[src/rtl/mf3_pkg.sv]
// ----------------------------------------------------------------------------
// mf3_pkg
// shared widths, register indexes and types of the 3x3 median filter
// ----------------------------------------------------------------------------
package mf3_pkg;

    localparam int MAX_WIDTH  = 1024;
    localparam int PIX_W      = 16;
    localparam int ROW_W      = 16;
    localparam int COL_W      = $clog2(MAX_WIDTH);
    localparam int WIDTH_W    = 11;
    localparam int HEIGHT_W   = 16;
    localparam int CFG_W      = 16;
    localparam int CFG_IDX_W  = 1;
    localparam int OUT_DATA_W = 48;
    localparam int WIN_N      = 9;
    localparam int RANK_W     = 4;

    localparam logic [CFG_IDX_W-1:0] CFG_IMAGE_WIDTH  = 1'd0;
    localparam logic [CFG_IDX_W-1:0] CFG_IMAGE_HEIGHT = 1'd1;

    localparam logic [WIDTH_W-1:0]  WIDTH_RESET  = 11'd640;
    localparam logic [HEIGHT_W-1:0] HEIGHT_RESET = 16'd480;

    typedef logic [WIN_N-1:0][PIX_W-1:0] t_window;

    typedef struct packed {
        logic [ROW_W-1:0] row;
        logic [COL_W-1:0] col;
        logic             lastc;
        logic             lastr;
    } t_pos;

endpackage

[src/rtl/mf3_pos.sv]
// ----------------------------------------------------------------------------
// mf3_pos
// raster position of the next input pixel and its last column / last row flags
// ----------------------------------------------------------------------------
module mf3_pos (
    input  logic                           i_clk,
    input  logic                           i_rst_n,
    input  logic                           i_advance,
    input  logic [mf3_pkg::WIDTH_W-1:0]    i_width,
    input  logic [mf3_pkg::HEIGHT_W-1:0]   i_height,
    output mf3_pkg::t_pos                  o_pos
);
    import mf3_pkg::*;

    logic [ROW_W-1:0]    r_row;
    logic [COL_W-1:0]    r_col;
    logic [WIDTH_W-1:0]  w_eff;
    logic [HEIGHT_W-1:0] h_eff;
    logic                lastc;
    logic                lastr;

    always_comb begin
        if (i_width < WIDTH_W'(2)) begin
            w_eff = WIDTH_W'(2);
        end else if (i_width > WIDTH_W'(MAX_WIDTH)) begin
            w_eff = WIDTH_W'(MAX_WIDTH);
        end else begin
            w_eff = i_width;
        end
        h_eff = (i_height < HEIGHT_W'(2)) ? HEIGHT_W'(2) : i_height;
        lastc = WIDTH_W'(r_col) >= (w_eff - WIDTH_W'(1));
        lastr = r_row >= (h_eff - HEIGHT_W'(1));
    end

    always_ff @(posedge i_clk) begin
        if (!i_rst_n) begin
            r_row <= '0;
            r_col <= '0;
        end else if (i_advance) begin
            if (lastc) begin
                r_col <= '0;
                r_row <= lastr ? '0 : r_row + ROW_W'(1);
            end else begin
                r_col <= r_col + COL_W'(1);
            end
        end
    end

    assign o_pos = '{row: r_row, col: r_col, lastc: lastc, lastr: lastr};

endmodule

[config.mk]
export PLATFORM = sky130hd
export DESIGN_NAME = mf3_pos
export DESIGN_NICKNAME = d
export VERILOG_FILES = /design/src/rtl/mf3_pkg.sv /design/src/rtl/mf3_pos.sv
export SDC_FILE = /design/constraint.sdc
export NUM_CORES = 1
export LEC_CHECK = 0
export ABC_AREA = 1
export BUFFER_PORTS_ARGS = -buffer_cell sky130_fd_sc_hd__buf_2
export CORE_MARGIN = 2
export CORE_UTILIZATION = 55
export DETAILED_ROUTE_END_ITERATION = 10
export PLACE_DENSITY = 0.8
export SLEW_MARGIN = 20
export SYNTH_ARGS = -nofsm -noshare
export SYNTH_HDL_FRONTEND = slang
export SYNTH_SLANG_ARGS = --single-unit
[constraint.sdc]
create_clock -name i_clk -period 6.9 [get_ports i_clk]
set_input_delay 0 -clock i_clk [delete_from_list [all_inputs] [get_ports i_clk]]
set_output_delay 0 -clock i_clk [all_outputs]
set_load 0.005 [all_outputs]
# Word-level counts from Yosys, hierarchy flattened
# Index checks and enable logic that the tools add are counted.
# W data, S select, Z words.
# op_classes
add_sub_neg,4
order_cmp,5
n_mux,5
n_reduce_logical,1
# ops
cell,n
$mux W16,2
$mux W11,2
$add A16 B1 Y16 const B,1
$ge A16 B16 Y1,1
$lt A16 B2 Y1 const B,1
$sub A16 B1 Y16 const B,1
$ge A10 B11 Y1,1
$gt A11 B11 Y1 const B,1
$lt A11 B2 Y1 const B,1
$sub A11 B1 Y11 const B,1
$add A10 B1 Y10 const B,1
$mux W10,1
$reduce_and A2 Y1,1
# totals
regBits,26

# Depth between registers and ports, before layout
# depth
depth_word,6
depth_mapped,28

# Worst setup path after synthesis
# No wires, ideal clock.
# synth_timing
kind,input to register
startpoint,input port i_height[14] (netlist name)
endpoint,register r_row[8]
t_arrival_ps,2564
required_time_ps,6790
slack_ps,4226
stages,19
path_cell_list,or2_2 -> nor4_1 -> nand2_1 -> nand2_1 -> ha_1 -> nand4_1 -> nor2_1 -> nand2_1 -> o21ai_0 -> inv_1 -> ha_1 -> nand2_1 -> nor3_1 -> nand3_1 -> clkbuf_1 -> nand4_1 -> nand4_1 -> nand2_1 -> nor2_1
# synth_between
elab_chain_len,5
# synth_rtl
element,line,text
start: declaration,mf3_pos.sv:10,"input logic [mf3_pkg::HEIGHT_W-1:0] i_height,"
$lt A16 B2 Y1,mf3_pos.sv:30,h_eff = (i_height < HEIGHT_W'(2)) ? HEIGHT_W'(2) : i_height;
$mux W16 *,mf3_pos.sv:30,
$sub A16 B1 Y16 *,mf3_pos.sv:32,lastr = r_row >= (h_eff - HEIGHT_W'(1));
$ge A16 B16 Y1 *,mf3_pos.sv:32,
$mux W16 *,mf3_pos.sv:42,r_row <= lastr ? '0 : r_row + ROW_W'(1);
end signal: assignment,mf3_pos.sv:42,
end: declaration,mf3_pos.sv:15,logic [ROW_W-1:0] r_row;
# Every way passes the cells marked *; elsewhere a longest branch is shown, timed or not.
# A chain may end at the register's enable or synchronous reset.

==> flow_summary.ini <==
[outcome]
run_status = finished, final reports clean

[worst_setup_path]
crit_top_cell = nand2_1
worst-path-buf-inv = 3
cp.required_ns = 6.90
crit_path_end_kind = output pin
critPathKind = in -> out
arrival_ns = 3.62
rr_startpoint = r_col[6]
crit_path_start_kind = input pin
crit_slowest_cell = nand3_1
cp_cell_sequence = buf_2 -> or2_2 -> nor4_1 -> nand2_1 -> nand2_1 -> ha_1 -> nand4_1 -> nor2_1 -> nand2_1 -> o21ai_0 -> inv_1 -> ha_1 -> nand2_1 -> nor3_1 -> nand3_1 -> nand3_1 -> buf_2
cpLargestDelayFamily = simple AND/OR/NAND/NOR gates
crit_path_start = i_height[12]
cp_max_fo = 11
critPathMaxStageDelay_ns = 0.40

[placed_design]
dpl_cell_area_mm2 = 0.003178
numPortBuffers = 57
dpl_worst_slack_ns = 3.049
place_congestion = 0.8931
place_inst = 592
dpl.hpwl_mm = 5.455

[cells_and_area]
fin_area_mm2 = 0.003249
layout_commonest_cell = nand2_1
syn2layout_area_growth_pct = 13.06
drive_above_1_share = 0.1426
final_cells = 596
n_fill_cell = 508
num-nets-final = 587
n_antenna_cell = 0
final_cell_mix = 122 x nand2_1, 82 x inv_1, 73 x nor2_1

[cts]
postCtsSetupBuffers = 0
cts_buffer_depth = 2
numCtsBuffers = 3
clk-insertion-delay-late_ns = 0.28
path_clk_slew_ns = 0.10
holdBufCountCts = 0
cts_resized = 0
cts_root_buf = clkbuf_8
cts_tree = done
h-tree-depth = 1
clock_sinks = 26

[power]
power_frac_comb = 0.210
internal_power_w = 0.0002583
powerDensity_mw_per_mm2 = 109.8
clkPwrFrac = 0.361
p_switching_w = 0.00009843
vdd.ir_drop.worst_v = 0.0001052
p_leak_nw = 1.840
seqPwrFrac = 0.429
netSwitchingFraction = 0.2760

[yosys]
seq_area_frac_synth = 0.1811
ys_seq_elements = 26
avgSynthCellArea_um2 = 6.025
netlist_area_mm2 = 0.002874
synth.distinct_cells = 33
synth_nets = 537
synth_top_cell_area_share = 0.1811
synth_area_leader_cell = dfxtp_1
yosys-top-cells-area = dfxtp_1 18%, nand2_1 16%, ha_1 13%
synth_cells = 477
ys.warnings.count = 0

[hold_path]
min_from = i_advance
min_path_type = in -> reg

[global_routing]
grt_max_degree = 31
overflow = 0
antenna_found_initial = 0
first_global_vias = 2811
grt.total_usage = 0.2423
grt_pass1_wl_mm = 12.01

[detailed_routing]
wirelength_mm = 6.878
drt_iter0_drc = 207
remaining_drc_errors = 0
wl_per_cell_um = 11.54
antenna_left = 0
first_pass_iters = 4
viasPerCell = 5.136
via_count = 3061

[timing]
worst_slew_pin_slew_ns = 0.6046
period_minus_slack_ns = 3.620
setup_viol = 0
clock.fmax_mhz = 276.2
fin_ws_ns = 3.280
hold_violations = 0
fin_setup_tns_ns = 0
max_slew_margin = 0.5965
fin_crit_sh = 0.5247
slew_violations = 0
rsz0062_at_grt = false
finClkSkew_ns = 0.009439

[die]
core_area_mm2 = 0.005075
ios = 58
core.rowCount = 26
die_x_um = 76.29
die_y_um = 76.29
initial_core_util = 0.5663
fp.dieArea_mm2 = 0.005819

[flow_run]
drv_cap = 0
metal layers:
metal,vias to the layer above,track usage,share of wire
met4,0,0.07636,0.019
met3,12,0.02251,0.044
met1,1352,0.2898,0.44
li1,1602,-,-
met5,-,0,0
met2,95,0.4531,0.50
Yosys cell counts:
cell / instances
nor2_2: 1
o31ai_1: 1
inv_1: 82
nand2_4: 1
nand3_2: 1
o21bai_1: 2
a31oi_1: 1
nor2_1: 73
nor3_2: 1
buf_2: 1
dfxtp_1: 26
buf_6: 2
nor3_1: 10
nand4_1: 31
nand3_1: 16
nor4_1: 1
a21oi_4: 1
buf_1: 1
or2_2: 4
o31ai_2: 1
nand2_1: 122
nand3b_1: 2
inv_2: 1
clkbuf_1: 6
ha_1: 30
a21oi_1: 14
nor3b_1: 1
buf_4: 3
o21a_1: 1
xnor2_1: 9
o21ai_0: 10
nand2_2: 2
xor2_1: 19
metrics by stage:
stage	util	hold WS (ns)	power [W]
2_1_floorplan	-	0.1204	0.0002059
3_3_place_gp	0.6262	0.3776	0.0002285
3_5_place_dp	0.6262	0.3993	0.0002307
4_1_cts	0.6403	0.09693	0.0003572
5_1_grt	0.6403	0.1005	0.0003763
6_report	0.6403	0.09618	0.0003567
kinds of logic (layout without fill, tap and decap cells):
logic type / count (synthesis) / after routing / share of synthesized area
buffers and inverters: 96 / 145 / 0.1350
xor gates and xnor gates: 28 / 28 / 0.08533
and+or+nand+nor: 266 / 266 / 0.4036
adders and majority gates: 30 / 30 / 0.1306
AOI/OAI and AO/OA: 31 / 31 / 0.06444
DFF: 26 / 26 / 0.1811
sequential cells by signal (all words and copies together) (netlist names):
register,count
r_col,10
r_row,16
final timing paths:
kind / end / slack [ns] / cells after the start
hold reg to reg: r_col[0] / 0.57 / 2
hold / removal: r_col[0] / 0.1 / 3
setup / recovery: o_pos[0] / 3.28 / 17
setup reg to reg: r_row[9] / 4.40 / 12
power by group through the flow:
stage	Sequential [W]	Combinational [W]	Clock (W)
floorplan	0.000156	0.0000500	0
global placement	0.000156	0.0000721	0
detailed placement	0.000156	0.0000742	0
CTS	0.000153	0.0000746	0.000130
global route	0.000153	0.0000865	0.000136
finish	0.000153	0.0000748	0.000129
area by class of cell:
class / instances / area (µm²) / share of cell area
Clock buffer: 3 / 41.29 / 0.01271
Tap cell: 70 / 87.58 / 0.02695
Sequential cell: 26 / 520.5 / 0.1602
Clock inverter: 1 / 30.03 / 0.009241
Inverter: 83 / 311.5 / 0.09588
Multi-Input combinational cell: 355 / 1966 / 0.6049
Timing Repair Buffer: 58 / 292.8 / 0.09010
worst register-to-register path, stage by stage (launching register included):
cell,delay [ns]
dfxtp_1,0.35
ha_1,0.31
nand2_1,0.06
nor2_1,0.14
nand3_1,0.08
nand3b_1,0.15
nand3_1,0.08
nand2_1,0.05
nand2_1,0.29
nand3_2,0.58
nand2_1,0.22
inv_1,0.06
nor2_1,0.09
Power figures use the tool's default switching activity.
